## src/rtl/core/bpp_pkg.sv

```systemverilog
// breath profile pidf controller: shared types, codes and constants
// no dependencies; compiled first
`timescale 1ns / 1ps

package bpp_pkg;

  // derivative filter weights in q0.8: 0.7 and 0.3
  localparam int ALPHA_Q8 = 179;
  localparam int BETA_Q8  = 77;

  // shared divider widths
  localparam int DIV_W = 24;
  localparam int DVS_W = 16;

  typedef enum logic [2:0] {
    CFG_PROFILE_PRESSURES = 3'd0,
    CFG_RAMP_TIMES        = 3'd1,
    CFG_HOLD_TIMES        = 3'd2,
    CFG_GAINS_FF_P        = 3'd3,
    CFG_GAINS_I_D         = 3'd4,
    CFG_INTEGRAL_LIMITS   = 3'd5,
    CFG_OUTPUT_LIMITS     = 3'd6
  } cfg_idx_t;

  typedef enum logic [4:0] {
    OP_NONE,
    OP_LOAD,
    OP_FLAT,
    OP_MUL_RISE,
    OP_DIV_RISE,
    OP_SP_RISE,
    OP_MUL_FALL_A,
    OP_MUL_FALL_B,
    OP_DIV_FALL,
    OP_SP_FALL,
    OP_ERR,
    OP_FD,
    OP_DIV_AW,
    OP_AW,
    OP_MUL_KF,
    OP_MUL_KP,
    OP_MUL_KI,
    OP_MUL_KD,
    OP_SUM,
    OP_OUT
  } op_t;

  typedef struct packed {
    op_t op;
  } bpp_cmd_t;

  typedef struct packed {
    logic seg_rise;
    logic seg_fall;
    logic aw_needed;
    logic div_busy;
    logic out_free;
  } bpp_status_t;

endpackage

```

## src/rtl/core/bpp_channels.sv

```systemverilog
// valid/ready channel interfaces for control ticks and drive results
// no dependencies
`timescale 1ns / 1ps

interface bpp_sample_if;
  logic               valid;
  logic               ready;
  logic [31:0]        time_ms;
  logic               enable;
  logic signed [15:0] measured_pressure;

  modport source (output valid, time_ms, enable, measured_pressure, input ready);
  modport sink (input valid, time_ms, enable, measured_pressure, output ready);
endinterface

interface bpp_result_if;
  logic               valid;
  logic               ready;
  logic signed [15:0] drive_output;
  logic [7:0]         pressure_setpoint;

  modport source (output valid, drive_output, pressure_setpoint, input ready);
  modport sink (input valid, drive_output, pressure_setpoint, output ready);
endinterface

```

## src/rtl/core/bpp_div.sv

```systemverilog
// shared restoring divider, one quotient bit per cycle
// uses bpp_pkg for widths
`timescale 1ns / 1ps

module bpp_div (
  input  logic                      clk,
  input  logic                      rst,
  input  logic                      start,
  input  logic [bpp_pkg::DIV_W-1:0] dividend,
  input  logic [bpp_pkg::DVS_W-1:0] divisor,
  output logic                      busy,
  output logic [bpp_pkg::DIV_W-1:0] quotient
);
  import bpp_pkg::*;

  localparam int CNT_W = $clog2(DIV_W);

  logic [CNT_W-1:0] cnt;
  logic [DIV_W-1:0] dvd;
  logic [DVS_W-1:0] dvs;
  logic [DVS_W-1:0] rem;
  logic [DVS_W:0]   rem_sh;
  logic             fits;

  assign rem_sh   = {rem, dvd[DIV_W-1]};
  assign fits     = rem_sh >= {1'b0, dvs};
  assign quotient = dvd;

  always_ff @(posedge clk) begin
    if (rst) begin
      busy <= 1'b0;
      cnt  <= '0;
    end else if (start) begin
      busy <= 1'b1;
      cnt  <= CNT_W'(DIV_W - 1);
    end else if (busy) begin
      cnt <= cnt - 1'b1;
      if (cnt == '0) begin
        busy <= 1'b0;
      end
    end
  end

  always_ff @(posedge clk) begin
    if (start) begin
      dvd <= dividend;
      dvs <= divisor;
      rem <= '0;
    end else if (busy) begin
      rem <= fits ? DVS_W'(rem_sh - {1'b0, dvs}) : rem_sh[DVS_W-1:0];
      dvd <= {dvd[DIV_W-2:0], fits};
    end
  end

`ifndef SYNTH
  a_start_busy: assert property (@(posedge clk) disable iff (rst) start |=> busy)
    else $error("divider did not start");
  a_last_step: assert property (@(posedge clk) disable iff (rst)
    (busy && cnt == '0 && !start) |=> !busy)
    else $error("divider ran past its last step");
  a_count_run: assert property (@(posedge clk) disable iff (rst)
    (busy && cnt != '0 && !start) |=> (busy && cnt == $past(cnt) - 1'b1))
    else $error("divider count skipped");
`endif

endmodule

```

## src/rtl/core/bpp_datapath.sv

```systemverilog
// configuration registers, loop state, shared multiplier and divider
// uses bpp_pkg and bpp_div
`timescale 1ns / 1ps

module bpp_datapath (
  input  logic                 clk,
  input  logic                 rst,
  input  logic                 cfg_we,
  input  logic [2:0]           cfg_index,
  input  logic [31:0]          cfg_wdata,
  input  logic [31:0]          time_ms,
  input  logic                 enable,
  input  logic signed [15:0]   measured_pressure,
  input  bpp_pkg::bpp_cmd_t    cmd,
  output bpp_pkg::bpp_status_t sts,
  input  logic                 out_ready,
  output logic                 out_valid,
  output logic signed [15:0]   drive_output,
  output logic [7:0]           pressure_setpoint
);
  import bpp_pkg::*;

  // configuration
  logic [15:0] pressures;
  logic [31:0] ramp_times, hold_times, gains_fp, gains_id, int_limits, out_limits;

  logic [7:0]  peep, pip;
  logic [15:0] r, d, h, l, kf, kp, ki, kd, win, aw;
  logic signed [15:0] omin, omax;

  // loop state
  logic [31:0]        start_time;
  logic               was_en;
  logic signed [31:0] integ;
  logic signed [19:0] fd;
  logic signed [17:0] prev_err;

  // per-item working registers
  logic signed [15:0] meas;
  logic [31:0]        e;
  logic [7:0]         sp;
  logic signed [17:0] err;
  logic signed [31:0] integ_w;
  logic signed [50:0] acc;
  logic signed [49:0] prod;

  logic [16:0] rh;
  logic [17:0] rhd, total;
  logic        seg_rise, seg_hold, seg_fall, seg_end;
  logic [31:0] e2_full;
  logic [15:0] e2;
  logic        pip_ge;
  logic [7:0]  mag;
  logic [31:0] start_eff;

  logic signed [16:0] mul_a;
  logic signed [32:0] mul_b;
  logic signed [49:0] product;

  logic              div_start, div_busy;
  logic [DIV_W-1:0]  div_dividend, div_quot;
  logic [DVS_W-1:0]  div_divisor;
  logic signed [50:0] fall_num;

  logic [17:0]        err_abs;
  logic               inwin;
  logic signed [18:0] diff;
  logic signed [27:0] fd_sum;
  logic signed [32:0] integ_sum;
  logic signed [31:0] integ_sat;
  logic [31:0]        integ_mag;
  logic [31:0]        lim;
  logic signed [50:0] rnd;
  logic signed [42:0] rnd_q, clamp_hi, clamp_lo;

  assign peep = pressures[7:0];
  assign pip  = pressures[15:8];
  assign r    = ramp_times[15:0];
  assign d    = ramp_times[31:16];
  assign h    = hold_times[15:0];
  assign l    = hold_times[31:16];
  assign kf   = gains_fp[15:0];
  assign kp   = gains_fp[31:16];
  assign ki   = gains_id[15:0];
  assign kd   = gains_id[31:16];
  assign win  = int_limits[15:0];
  assign aw   = int_limits[31:16];
  assign omin = out_limits[15:0];
  assign omax = out_limits[31:16];

  // profile segment bounds
  assign rh       = {1'b0, r} + {1'b0, h};
  assign rhd      = {1'b0, rh} + {2'b0, d};
  assign total    = rhd + {2'b0, l};
  assign seg_rise = e < {16'b0, r};
  assign seg_hold = e < {15'b0, rh};
  assign seg_fall = e < {14'b0, rhd};
  assign seg_end  = e >= {14'b0, total};
  assign e2_full  = e - {15'b0, rh};
  assign e2       = e2_full[15:0];
  assign pip_ge   = pip >= peep;
  assign mag      = pip_ge ? pip - peep : peep - pip;
  assign start_eff = (!was_en && enable) ? time_ms : start_time;

  // shared multiplier operand select
  always_comb begin
    mul_a = '0;
    mul_b = '0;
    case (cmd.op)
      OP_MUL_RISE: begin
        mul_a = {9'b0, mag};
        mul_b = {16'b0, e[16:0]};
      end
      OP_MUL_FALL_A: begin
        mul_a = {9'b0, pip};
        mul_b = {17'b0, d - e2};
      end
      OP_MUL_FALL_B: begin
        mul_a = {9'b0, peep};
        mul_b = {17'b0, e2};
      end
      OP_MUL_KF: begin
        mul_a = {1'b0, kf};
        mul_b = {25'b0, sp};
      end
      OP_MUL_KP: begin
        mul_a = {1'b0, kp};
        mul_b = {{15{err[17]}}, err};
      end
      OP_MUL_KI: begin
        mul_a = {1'b0, ki};
        mul_b = {integ_w[31], integ_w};
      end
      OP_MUL_KD: begin
        mul_a = {1'b0, kd};
        mul_b = {{13{fd[19]}}, fd};
      end
      default: begin
        mul_a = '0;
        mul_b = '0;
      end
    endcase
  end

  assign product  = mul_a * mul_b;
  assign fall_num = acc + {prod[49], prod};

  always_comb begin
    div_start    = 1'b0;
    div_dividend = '0;
    div_divisor  = '0;
    case (cmd.op)
      OP_DIV_RISE: begin
        div_start    = 1'b1;
        div_dividend = prod[DIV_W-1:0];
        div_divisor  = r;
      end
      OP_DIV_FALL: begin
        div_start    = 1'b1;
        div_dividend = fall_num[DIV_W-1:0];
        div_divisor  = d;
      end
      OP_DIV_AW: begin
        div_start    = 1'b1;
        div_dividend = {aw, 8'b0};
        div_divisor  = ki;
      end
      default: begin
        div_start    = 1'b0;
        div_dividend = '0;
        div_divisor  = '0;
      end
    endcase
  end

  bpp_div u_div (
    .clk      (clk),
    .rst      (rst),
    .start    (div_start),
    .dividend (div_dividend),
    .divisor  (div_divisor),
    .busy     (div_busy),
    .quotient (div_quot)
  );

  // error window, filter and integral
  assign err_abs   = err[17] ? 18'(-err) : err;
  assign inwin     = err_abs < {2'b0, win};
  assign diff      = {err[17], err} - {prev_err[17], prev_err};
  assign fd_sum    = 28'(diff) * 28'(ALPHA_Q8) + 28'(fd) * 28'(BETA_Q8) + 28'sd128;
  assign integ_sum = {integ[31], integ} + 33'(err);
  assign integ_sat = (integ_sum[32] != integ_sum[31]) ?
                     (integ_sum[32] ? 32'sh8000_0000 : 32'sh7fff_ffff) : integ_sum[31:0];
  assign integ_mag = integ_w[31] ? 32'(-integ_w) : 32'(integ_w);
  assign lim       = {8'b0, div_quot};

  // rounding and clamp
  assign rnd      = acc + 51'sd128;
  assign rnd_q    = rnd[50:8];
  assign clamp_hi = (rnd_q > 43'(omax)) ? 43'(omax) : rnd_q;
  assign clamp_lo = (clamp_hi < 43'(omin)) ? 43'(omin) : clamp_hi;

  assign sts.seg_rise  = seg_rise;
  assign sts.seg_fall  = !seg_hold && seg_fall;
  assign sts.aw_needed = inwin && (ki != '0);
  assign sts.div_busy  = div_busy;
  assign sts.out_free  = !out_valid || out_ready;

  always_ff @(posedge clk) begin
    if (rst) begin
      pressures  <= '0;
      ramp_times <= '0;
      hold_times <= '0;
      gains_fp   <= '0;
      gains_id   <= '0;
      int_limits <= '0;
      out_limits <= '0;
    end else if (cfg_we) begin
      case (cfg_idx_t'(cfg_index))
        CFG_PROFILE_PRESSURES: pressures  <= cfg_wdata[15:0];
        CFG_RAMP_TIMES:        ramp_times <= cfg_wdata;
        CFG_HOLD_TIMES:        hold_times <= cfg_wdata;
        CFG_GAINS_FF_P:        gains_fp   <= cfg_wdata;
        CFG_GAINS_I_D:         gains_id   <= cfg_wdata;
        CFG_INTEGRAL_LIMITS:   int_limits <= cfg_wdata;
        CFG_OUTPUT_LIMITS:     out_limits <= cfg_wdata;
        default: ;
      endcase
    end
  end

  always_ff @(posedge clk) begin
    if (rst) begin
      start_time <= '0;
      was_en     <= 1'b0;
      integ      <= '0;
      fd         <= '0;
      prev_err   <= '0;
      out_valid  <= 1'b0;
    end else begin
      if (out_valid && out_ready && cmd.op != OP_OUT) begin
        out_valid <= 1'b0;
      end
      case (cmd.op)
        OP_LOAD: begin
          start_time <= start_eff;
          was_en     <= enable;
        end
        OP_FLAT: begin
          // period over: move the breath start on by one period
          if (seg_end) begin
            start_time <= start_time + {14'b0, total};
          end
        end
        OP_FD: fd <= fd_sum[27:8];
        OP_OUT: begin
          integ     <= integ_w;
          prev_err  <= err;
          out_valid <= 1'b1;
        end
        default: ;
      endcase
    end
  end

  always_ff @(posedge clk) begin
    case (cmd.op)
      OP_LOAD: begin
        meas <= measured_pressure;
        e    <= time_ms - start_eff;
      end
      OP_FLAT:       sp <= seg_hold ? pip : peep;
      OP_MUL_RISE:   prod <= product;
      OP_SP_RISE:    sp <= pip_ge ? peep + div_quot[7:0] : peep - div_quot[7:0];
      OP_MUL_FALL_A: prod <= product;
      OP_MUL_FALL_B: begin
        acc  <= {prod[49], prod};
        prod <= product;
      end
      OP_SP_FALL:    sp <= div_quot[7:0];
      OP_ERR:        err <= {2'b0, sp, 8'b0} - {{2{meas[15]}}, meas};
      OP_FD:         integ_w <= inwin ? integ_sat : '0;
      OP_AW: begin
        // anti-windup: cap the integral at aw*256/ki in magnitude
        if (integ_mag > lim) begin
          integ_w <= integ_w[31] ? -$signed(lim) : $signed(lim);
        end
      end
      OP_MUL_KF:     prod <= product;
      OP_MUL_KP: begin
        acc  <= {prod[42:0], 8'b0};
        prod <= product;
      end
      OP_MUL_KI, OP_MUL_KD: begin
        acc  <= acc + {prod[49], prod};
        prod <= product;
      end
      OP_SUM:        acc <= acc + {prod[49], prod};
      OP_OUT: begin
        drive_output      <= clamp_lo[15:0];
        pressure_setpoint <= sp;
      end
      default: ;
    endcase
  end

endmodule

```

## src/rtl/core/bpp_ctrl.sv

```systemverilog
// sequencing state machine: steps the datapath through one control tick
// uses bpp_pkg
`timescale 1ns / 1ps

module bpp_ctrl (
  input  logic                 clk,
  input  logic                 rst,
  input  logic                 in_valid,
  output logic                 in_ready,
  input  bpp_pkg::bpp_status_t sts,
  output bpp_pkg::bpp_cmd_t    cmd
);
  import bpp_pkg::*;

  typedef enum logic [19:0] {
    ST_IDLE       = 20'h00001,
    ST_SEG        = 20'h00002,
    ST_RISE_DIV   = 20'h00004,
    ST_RISE_WAIT  = 20'h00008,
    ST_RISE_SP    = 20'h00010,
    ST_FALL_MUL_B = 20'h00020,
    ST_FALL_DIV   = 20'h00040,
    ST_FALL_WAIT  = 20'h00080,
    ST_FALL_SP    = 20'h00100,
    ST_ERR        = 20'h00200,
    ST_FD         = 20'h00400,
    ST_AW_DIV     = 20'h00800,
    ST_AW_WAIT    = 20'h01000,
    ST_AW         = 20'h02000,
    ST_MKF        = 20'h04000,
    ST_MKP        = 20'h08000,
    ST_MKI        = 20'h10000,
    ST_MKD        = 20'h20000,
    ST_SUM        = 20'h40000,
    ST_OUT        = 20'h80000
  } state_t;

  state_t state, state_next;

  assign in_ready = (state == ST_IDLE);

  always_comb begin
    state_next = state;
    cmd.op     = OP_NONE;
    case (state)
      ST_IDLE: begin
        if (in_valid) begin
          cmd.op     = OP_LOAD;
          state_next = ST_SEG;
        end
      end
      ST_SEG: begin
        if (sts.seg_rise) begin
          cmd.op     = OP_MUL_RISE;
          state_next = ST_RISE_DIV;
        end else if (sts.seg_fall) begin
          cmd.op     = OP_MUL_FALL_A;
          state_next = ST_FALL_MUL_B;
        end else begin
          cmd.op     = OP_FLAT;
          state_next = ST_ERR;
        end
      end
      ST_RISE_DIV: begin
        cmd.op     = OP_DIV_RISE;
        state_next = ST_RISE_WAIT;
      end
      ST_RISE_WAIT: if (!sts.div_busy) state_next = ST_RISE_SP;
      ST_RISE_SP: begin
        cmd.op     = OP_SP_RISE;
        state_next = ST_ERR;
      end
      ST_FALL_MUL_B: begin
        cmd.op     = OP_MUL_FALL_B;
        state_next = ST_FALL_DIV;
      end
      ST_FALL_DIV: begin
        cmd.op     = OP_DIV_FALL;
        state_next = ST_FALL_WAIT;
      end
      ST_FALL_WAIT: if (!sts.div_busy) state_next = ST_FALL_SP;
      ST_FALL_SP: begin
        cmd.op     = OP_SP_FALL;
        state_next = ST_ERR;
      end
      ST_ERR: begin
        cmd.op     = OP_ERR;
        state_next = ST_FD;
      end
      ST_FD: begin
        cmd.op     = OP_FD;
        state_next = sts.aw_needed ? ST_AW_DIV : ST_MKF;
      end
      ST_AW_DIV: begin
        cmd.op     = OP_DIV_AW;
        state_next = ST_AW_WAIT;
      end
      ST_AW_WAIT: if (!sts.div_busy) state_next = ST_AW;
      ST_AW: begin
        cmd.op     = OP_AW;
        state_next = ST_MKF;
      end
      ST_MKF: begin
        cmd.op     = OP_MUL_KF;
        state_next = ST_MKP;
      end
      ST_MKP: begin
        cmd.op     = OP_MUL_KP;
        state_next = ST_MKI;
      end
      ST_MKI: begin
        cmd.op     = OP_MUL_KI;
        state_next = ST_MKD;
      end
      ST_MKD: begin
        cmd.op     = OP_MUL_KD;
        state_next = ST_SUM;
      end
      ST_SUM: begin
        cmd.op     = OP_SUM;
        state_next = ST_OUT;
      end
      ST_OUT: begin
        // wait for the result register to drain
        if (sts.out_free) begin
          cmd.op     = OP_OUT;
          state_next = ST_IDLE;
        end
      end
      default: state_next = ST_IDLE;
    endcase
  end

  always_ff @(posedge clk) begin
    if (rst) begin
      state <= ST_IDLE;
    end else begin
      state <= state_next;
    end
  end

`ifndef SYNTH
  a_accept_seg: assert property (@(posedge clk) disable iff (rst)
    (state == ST_IDLE && in_valid) |=> state == ST_SEG)
    else $error("accepted item did not enter the profile step");
  a_out_free: assert property (@(posedge clk) disable iff (rst)
    cmd.op == OP_OUT |-> sts.out_free)
    else $error("result written over a pending item");
  a_div_idle: assert property (@(posedge clk) disable iff (rst)
    (cmd.op == OP_DIV_RISE || cmd.op == OP_DIV_FALL || cmd.op == OP_DIV_AW)
    |-> !sts.div_busy)
    else $error("divider restarted while busy");
`endif

endmodule

```

## src/rtl/core/breath_profile_pidf_controller_core.sv

```systemverilog
// channel   | dir | payload
// sample    | in  | time_ms[31:0], enable, measured_pressure[15:0] signed q7.8
// result    | out | drive_output[15:0] signed q7.8, pressure_setpoint[7:0]
// cfg_*     | in  | cfg_we, cfg_index[2:0], cfg_wdata[31:0], seven registers
//
// one item at a time: an accepted item steps through the profile, error,
// filter, gain and output steps before the next item can be taken; a rising
// or falling ramp and anti-windup each add a wait on the shared divider,
// which resolves one quotient bit per cycle.
// reset clears configuration and loop state; a new item is taken once the
// previous result sits in the output register, which holds under stall.
`timescale 1ns / 1ps

module breath_profile_pidf_controller_core (
  input  logic                clk,
  input  logic                rst,
  input  logic                cfg_we,
  input  logic [2:0]          cfg_index,
  input  logic [31:0]         cfg_wdata,
  bpp_sample_if.sink          sample,
  bpp_result_if.source        result
);
  import bpp_pkg::*;

  bpp_cmd_t    cmd;
  bpp_status_t sts;

  bpp_ctrl u_ctrl (
    .clk      (clk),
    .rst      (rst),
    .in_valid (sample.valid),
    .in_ready (sample.ready),
    .sts      (sts),
    .cmd      (cmd)
  );

  bpp_datapath u_dp (
    .clk               (clk),
    .rst               (rst),
    .cfg_we            (cfg_we),
    .cfg_index         (cfg_index),
    .cfg_wdata         (cfg_wdata),
    .time_ms           (sample.time_ms),
    .enable            (sample.enable),
    .measured_pressure (sample.measured_pressure),
    .cmd               (cmd),
    .sts               (sts),
    .out_ready         (result.ready),
    .out_valid         (result.valid),
    .drive_output      (result.drive_output),
    .pressure_setpoint (result.pressure_setpoint)
  );

endmodule

```

## src/flat_wrapper.sv

```systemverilog
// flat-port wrapper written by rule: the top's interface ports become plain ports
module breath_profile_pidf_controller_core_flat import bpp_pkg::*;
  (clk, rst, cfg_we, cfg_index, cfg_wdata, sample_valid, sample_time_ms, sample_enable, sample_measured_pressure, sample_ready, result_valid, result_drive_output, result_pressure_setpoint, result_ready);
  bpp_sample_if sample_i ();
  bpp_result_if result_i ();
  input  logic clk;
  input  logic rst;
  input  logic cfg_we;
  input  logic [2:0] cfg_index;
  input  logic [31:0] cfg_wdata;
  input wire logic [$bits(sample_i.valid)-1:0] sample_valid;
  input wire logic [$bits(sample_i.time_ms)-1:0] sample_time_ms;
  input wire logic [$bits(sample_i.enable)-1:0] sample_enable;
  input wire logic [$bits(sample_i.measured_pressure)-1:0] sample_measured_pressure;
  output wire logic [$bits(sample_i.ready)-1:0] sample_ready;
  output wire logic [$bits(result_i.valid)-1:0] result_valid;
  output wire logic [$bits(result_i.drive_output)-1:0] result_drive_output;
  output wire logic [$bits(result_i.pressure_setpoint)-1:0] result_pressure_setpoint;
  input wire logic [$bits(result_i.ready)-1:0] result_ready;
  assign sample_i.valid = sample_valid;
  assign sample_i.time_ms = sample_time_ms;
  assign sample_i.enable = sample_enable;
  assign sample_i.measured_pressure = sample_measured_pressure;
  assign sample_ready = sample_i.ready;
  assign result_valid = result_i.valid;
  assign result_drive_output = result_i.drive_output;
  assign result_pressure_setpoint = result_i.pressure_setpoint;
  assign result_i.ready = result_ready;
  breath_profile_pidf_controller_core u_core (.clk(clk), .rst(rst), .cfg_we(cfg_we), .cfg_index(cfg_index), .cfg_wdata(cfg_wdata), .sample(sample_i), .result(result_i));
endmodule
```

## config.mk

```make
export PLATFORM = sky130hd
export DESIGN_NAME = breath_profile_pidf_controller_core_flat
export DESIGN_NICKNAME = d
export VERILOG_FILES = /design/src/rtl/core/bpp_pkg.sv /design/src/rtl/core/bpp_channels.sv /design/src/rtl/core/bpp_div.sv /design/src/rtl/core/bpp_datapath.sv /design/src/rtl/core/bpp_ctrl.sv /design/src/rtl/core/breath_profile_pidf_controller_core.sv /design/src/flat_wrapper.sv
export SDC_FILE = /design/constraint.sdc
export NUM_CORES = 2
export LEC_CHECK = 0
export ABC_AREA = 0
export ABC_CLOCK_PERIOD_IN_PS = 14990
export BUFFER_PORTS_ARGS = -buffer_cell sky130_fd_sc_hd__clkbuf_2
export CELL_PAD_IN_SITES_DETAIL_PLACEMENT = 0
export CELL_PAD_IN_SITES_GLOBAL_PLACEMENT = 1
export CORE_AREA = 3 3 420 422
export CTS_BUF_LIST = sky130_fd_sc_hd__clkbuf_4
export CTS_CLUSTER_DIAMETER = 80
export DETAILED_ROUTE_END_ITERATION = 10
export DIE_AREA = 0 0 423 425
export GPL_TIMING_DRIVEN = 0
export PLACE_DENSITY_LB_ADDON = 0.1
export SETUP_SLACK_MARGIN = 0.1
export SKIP_CTS_REPAIR_TIMING = 1
export SLEW_MARGIN = 0
export SYNTH_ARGS = -nofsm -noshare
export SYNTH_HDL_FRONTEND = slang
export SYNTH_SLANG_ARGS = --single-unit
```

## constraint.sdc

```tcl
create_clock -name clk -period 14.99 [get_ports clk]
set_input_delay 1.499 -clock clk [delete_from_list [all_inputs] [get_ports clk]]
set_output_delay 1.499 -clock clk [all_outputs]
set_load 0.01 [all_outputs]
```

After elaboration in Yosys (flattened, before gate mapping)
Cells that the tools add are included.
{ "totals": {"in_bits": 89, "word_cells": 199, "reg_bits": 625, "latchBits": 0, "mem_count": 0, "output_inout_bits": 26, "romBits": 0, "ramBits": 0} }
{ "op_classes": {"n_eq_ne": 54, "bitwise_logic": 0, "n_reduce_logical": 33, "n_lt_le_gt_ge": 10, "div_mod_pow": 0, "shift": 0, "multipliers": 3, "add_sub_neg": 23, "mux": 47} }
{ "ops": {"columns": ["operator", "count"], "rows": [
  ["$pmux 20 s19", 1],
  ["$mux 32", 8],
  ["$pmux 33 s7", 1],
  ["$pmux 51 s3", 1],
  ["$pmux 32 s2", 2],
  ["$pmux 16 s7", 1],
  ["$mux 20", 5],
  ["$pmux 5 s17", 1],
  ["$pmux 24 s3", 1],
  ["$add 51x51->51", 1],
  ["$add 51x9->51 const B", 1],
  ["$mul 17x33->50", 1],
  ["$mux 24", 2],
  ["$pmux 16 s3", 1],
  ["$sub 16x16->16", 3],
  ["$gt 43x16->1", 1],
  ["$lt 43x16->1", 1],
  ["$mux 43", 1],
  ["$eq 5x4->1 const B", 8],
  ["$add 32x18->33", 1],
  ["$add 32x18->32", 1],
  ["$ge 32x18->1", 1],
  ["$gt 32x24->1", 1],
  ["$lt 32x16->1", 1],
  ["other kinds (74)", 124]
]} }

Longest topological paths before layout
{ "depth": {"ltp_word": 11, "depth_mapped": 54, "mapped_depth_nobuf": 52} }

Cells and area by module
Synthesis repeated with hierarchy kept, for this count alone.
{ "hier_totals": {"hier_cells": 8068, "hier_area_um2": 69332.7} }
{ "by_module_without_submodules": {"columns": ["mod", "cells_per_inst", "area_each_um2", "instances", "seq_area_each_um2"], "rows": [
  ["bpp_datapath", 7603, 64763.4, 1, 13182.6],
  ["bpp_div", 322, 3355.7, 1, 1641.6],
  ["bpp_ctrl", 143, 1213.7, 1, 400.4]
]} }

Worst setup path before layout
Ideal clock, no wire load.
{ "synth_path": {"kind": "register -> register", "startpoint": "reg u_core.u_dp.ramp_times[1]", "endpoint": "reg u_core.u_dp.prod[47] (data pin)", "n_path_buf": 3, "period_less_slack_ns": 11.652, "path_stages_with_launch": 50, "setup_time_ns": 0.258, "path_slack_ns": 3.338, "t_required_ns": 14.732, "arrival_time_ns": 11.394, "path_cell_list": "dfxtp_1 ha_1 a21o_1 a21oi_1 o21bai_1 a21oi_1 nor2b_1 o21a_1 o31a_1 o41ai_1 o21bai_1 a21o_1 xor2_1 ha_1 a21o_1 a21oi_1 o21ai_0 a21o_1 (+14 left out) fa_1 fa_1 fa_1 inv_1 fa_1 inv_1 ha_1 and3_1 and2_1 o211a_1 and3_1 a211oi_1 o31ai_1 a21o_1 a21o_1 a311o_1 a21oi_1 xnor2_1"} }
{ "synth_via": {"elab_chain_len": 10, "word_cells_on_any_way": 22, "cone_classes": "4 x add/sub; 1 x mul; 3 x order compare; 7 x eq/ne; 5 x mux; 2 x reduce/logical"} }
{ "synth_rtl": {"columns": ["element", "line", "text"], "rows": [
  ["start: declaration", "bpp_datapath.sv:25", "logic [31:0] ramp_times, hold_times, gains_fp, gains_id, int_limits, out_limits;"],
  ["start signal: assignment", "bpp_datapath.sv:221", "CFG_RAMP_TIMES: ramp_times <= cfg_wdata;"],
  ["$add 16x16->17", "bpp_datapath.sv:92", "assign rh = {1'b0, r} + {1'b0, h};"],
  ["$add 17x16->18 / $lt 32x17->1 (equally long branches)", "bpp_datapath.sv:93, bpp_datapath.sv:96", null],
  ["$lt 32x18->1 / $logic_not 1->1 (equally long branches)", "bpp_datapath.sv:97, bpp_datapath.sv:204", null],
  ["$logic_and 1x1->1", "bpp_datapath.sv:204", "assign sts.seg_fall = !seg_hold && seg_fall;"],
  ["$mux 3", "bpp_ctrl.sv:56", "end else if (sts.seg_fall) begin"],
  ["$mux 3", "bpp_ctrl.sv:53", "if (sts.seg_rise) begin"],
  ["$pmux 5 s17", "bpp_ctrl.sv:45", "case (state)"],
  ["$eq 5x5->1, or another cell as far along", "bpp_datapath.sv:109", "case (cmd.op)"],
  ["$pmux 16 s7 / $pmux 33 s7 (equally long branches)", "bpp_datapath.sv:109", null],
  ["$mul 17x33->50 *", "bpp_datapath.sv:145", "assign product = mul_a * mul_b;"],
  ["net u_core.u_dp.product[47]", "bpp_datapath.sv:58", "logic signed [49:0] product;"],
  ["end signal: assignment", "bpp_datapath.sv:273", "OP_MUL_RISE: prod <= product;"],
  ["end signal: assignment", "bpp_datapath.sv:275", "OP_MUL_FALL_A: prod <= product;"],
  ["end signal: assignment", "bpp_datapath.sv:278", "prod <= product;"],
  ["end: declaration", "bpp_datapath.sv:45", "logic signed [49:0] prod;"]
]} }
The timed path passes the listed nets; every way through them passes the cells marked *.
A chain may end at the register's enable or synchronous reset.

Worst setup path after layout
{ "layout_path": {"startpoint": "reg u_core.u_dp.ramp_times[1]", "endpoint": "reg u_core.u_dp.prod[49] (data pin)"} }
The elaborated chain is that of the path after synthesis.

==> flow_metrics.tcl <==
set metrics [dict create \
    status "complete, but fails checks" \
    violations "slew limit" \
    placed_cells 10500 \
    synth-simple-area-share_pct 15.3 \
    final_area_um2 75600 \
    clk_latency_ps 1260 \
    fin_ws_ps 741 \
    finalSetupViolCount 0 \
    syn-instance-count 8088 \
    worstSetupStartpointType "register" \
    switchingPower_mw 1.52 \
    synthToLayoutAreaGrowth_pct 9.15 \
    routed_via_density 5.49 \
    root_buffer "clkbuf_4" \
    cts.sink_count 625 \
    vias 59900 \
    grt_pass1_wl_um 392000 \
    cap_viol_max_count 0 \
    startpoint "u_core.u_dp.ramp_times[1]$_SDFFE_PP0P_" \
    io_buffers 113 \
    holdWs_ps 443 \
    r2r-start "u_core.u_dp.ramp_times[1]$_SDFFE_PP0P_" \
    stdcell_count 10900 \
    synth-edff-count 271 \
    pwr-share-seq_pct 41.1 \
    worst_path_largest_cell_delay_ps 640 \
    synth_fp_nets 9548 \
    crit_slowest_cell "o2111ai_4" \
    synth_top_family_by_area "adder cells" \
    grt_setup_unrepaired "no" \
    die_area_um2 180000 \
    synth_fa_ha_area_share_pct 31.7 \
    nFillCells 17800 \
    wirelength_um 266000 \
    finalWeightedCongestion 0.987 \
    ys.flop_type "dfxtp_1" \
    placed_cell_area_um2 72900 \
    hp-class "in -> reg" \
    track_usage_pct 29.3 \
    crit_type "reg -> reg" \
    drt_drc_violations_left 0 \
    cts_tree "yes" \
    synth_area_um2 69200 \
    pre_cts_ws_ps 278 \
    grt_pass1_vias 59500 \
    synth_compound_area_share_pct 15.9 \
    h-tree-depth 4 \
    hold_start "sample_measured_pressure[0]" \
    switching_share_pct 32.9 \
    ys_warn_count 0 \
    clkTransAtPathRegs_ps 70 \
    slew_viol_final 1 \
    tightest_slew_ps 1640 \
    seq_area_frac_synth_pct 22.0 \
    end_kind "register" \
    start_util_pct 39.9 \
    fmax_mhz 70.2 \
    internal_power_mw 3.11 \
    power_density_nw_per_um2 61.2 \
    p_leak_nw 34.4 \
    rows 153 \
    dpl.hpwl_um 218000 \
    drtIter0Drc 5339 \
    ant_nets 0 \
    die_width_um 423 \
    finalCritPeriodShare_pct 95.1 \
    wire_per_inst_um 24.4 \
    io_pins 115 \
    antenna_found_initial 24 \
    path_max_fanout 10 \
    ys_ff_latch 625 \
    power_frac_comb_pct 21.4 \
    finalClockSkew_ps 128 \
    cts_buffers 187 \
    p_total_mw 4.63 \
    clkPwrFrac_pct 37.5 \
    synthMuxAreaShare_pct 1.65 \
    required_ps 15880 \
    synthArstFlopShare_pct 0 \
    post_route_cells_drive_above_1_share_pct 6.90 \
    min_period_ps 14250 \
    firstDrtPassIters 7 \
    core-area_um2 173000 \
    worst_ep_arrival_time_ps 15140 \
    hold_viol 0 \
    nNetsFinal 9870 \
    die_h_um 425 \
    grt-ovfl-total 0 \
    synth_area_per_cell_um2 8.56 \
    synth-xor-area-share_pct 5.32 \
    slew_headroom_pct -9.54 \
    grt_max_degree 42 \
    clock_path_buffers 3 \
    cp_common_cell "fa_1" \
    netlist-cell-type-count 95 \
    ir_worst_vdd_v 0.0000776 \
]
flip-flops by register name (all words and copies together) (netlist names), 16 cells and up:
| name | cells |
|---|---|
| u_core.u_dp.meas | 16 |
| u_core.u_dp.u_div.quotient | 24 |
| u_core.u_dp.start_time | 32 |
| u_core.u_dp.integ | 32 |
| u_core.u_dp.prev_err | 18 |
| u_core.u_dp.out_limits | 32 |
| u_core.u_dp.u_div.rem | 16 |
| u_core.u_dp.pressures | 16 |
| u_core.u_dp.ramp_times | 32 |
| u_core.u_ctrl.state | 20 |
| u_core.u_dp.drive_output | 16 |
| u_core.u_dp.u_div.dvs | 16 |
| u_core.u_dp.acc | 51 |
| u_core.u_dp.int_limits | 32 |
| u_core.u_dp.gains_fp | 32 |
| u_core.u_dp.hold_times | 32 |
| u_core.u_dp.prod | 50 |
| u_core.u_dp.err | 18 |
| u_core.u_dp.e | 32 |
| u_core.u_dp.gains_id | 32 |
| u_core.u_dp.integ_w | 32 |
| u_core.u_dp.fd | 20 |
metal layers:
metal | wire length, um | GRT usage [%] | share of wire (%)
met2 | 120000 | 47.0 | 45
met4 | 9590 | 10.0 | 3.6
met5 | 0 | 0 | 0
met1 | 118000 | 40.1 | 44
met3 | 18500 | 4.93 | 7.0
Yosys cell counts, drive strengths merged (32+ instances only):
master | count | area (um^2)
inv | 1163 | 4370
nand2 | 1162 | 4360
ha | 732 | 9160
a21oi | 648 | 3240
fa | 639 | 12800
nor2 | 538 | 2020
dfxtp | 354 | 7090
xnor2 | 292 | 2560
edfxtp | 271 | 8140
o21ai | 259 | 1300
clkbuf | 258 | 968
a21o | 198 | 1490
xor2 | 126 | 1100
nor3 | 116 | 586
nand3 | 108 | 541
and3 | 75 | 469
nor2b | 69 | 432
mux2i | 68 | 681
nand2b | 66 | 413
a22oi | 64 | 480
o21a | 61 | 458
nand4 | 58 | 363
buf | 50 | 269
a211oi | 45 | 343
o21bai | 44 | 330
a222oi | 42 | 420
mux2 | 41 | 462
a221oi | 40 | 350
o31ai | 35 | 263
a31oi | 34 | 219
nor4 | 33 | 234
o211ai | 32 | 245
final timing paths:
kind	to	slack, ps	depth (start not counted)
setup / recovery	u_core.u_dp.prod[49]$_DFFE_PN_	740	47
hold / removal	u_core.u_dp.meas[0]$_DFFE_PP_	440	1
setup reg to reg	u_core.u_dp.prod[49]$_DFFE_PN_	740	47
hold reg to reg	u_core.u_dp.prev_err[13]$_SDFFE_PP0P_	460	2
cell type report:
cell class | count | area [um^2] | area share (%)
multi-input cells | 5990 | 48500 | 64.2
flip-flops and latches | 625 | 15200 | 20.2
inverters | 1165 | 4370 | 5.79
well taps | 2325 | 2910 | 3.85
clock buffers | 279 | 2090 | 2.77
plain buffers | 308 | 1250 | 1.65
repair buffers | 133 | 798 | 1.06
clock inverters | 69 | 343 | 0.454
diodes | 17 | 42.5 | 0.0563
per-stage QoR:
stage                     TNS, ps  util, %
after CTS                       0     43.5
after global routing            0     43.6
final                           0     43.6
after detailed placement        0     42.1
after global placement       -643     41.9
after floorplan                 0        -
kinds of logic after synthesis:
logic type | after synthesis
adders and majority gates | 1371
xor gates and xnor gates | 419
buffers and inverters | 1473
DFF | 625
and+or+nand+nor | 2386
muxes | 109
AOI/OAI and AO/OA | 1705
worst max-delay path: cells and delay by family, from the launching register on:
family          cells  cell delay, ps
flops               1             430
compound gates     18            5090
buf+inv             7            1100
fa+ha+maj          10            4240
simple gates        9            2370
xor+xnor            3             600
power by group through the flow:
stage	clock [mW]	sequential (mW)	combinational, mW
global route	1.88	1.91	1.11
finish	1.74	1.90	0.989
detailed placement	0	1.94	0.980
CTS	1.78	1.90	0.987
floorplan	0	1.91	0.720
global placement	0	1.94	0.967
cell usage in the layout (no fill, tap or decap), drive strengths merged, types with 34 or more instances in the layout:
cell type,n
ha,732
xnor2,292
o31ai,35
a221oi,40
a22oi,64
a222oi,42
nor2b,69
o21bai,44
nand2,1162
edfxtp,271
nand4,58
nor2,538
a21o,198
mux2,41
mux2i,68
a21oi,648
nor3,116
a211oi,45
clkbuf,651
nand2b,66
clkinv,61
buf,69
dfxtp,354
fa,639
xor2,126
a31oi,34
inv,1166
and3,75
nand3,108
o21ai,259
o21a,61
Note: power is estimated with default switching activity, not from simulation.
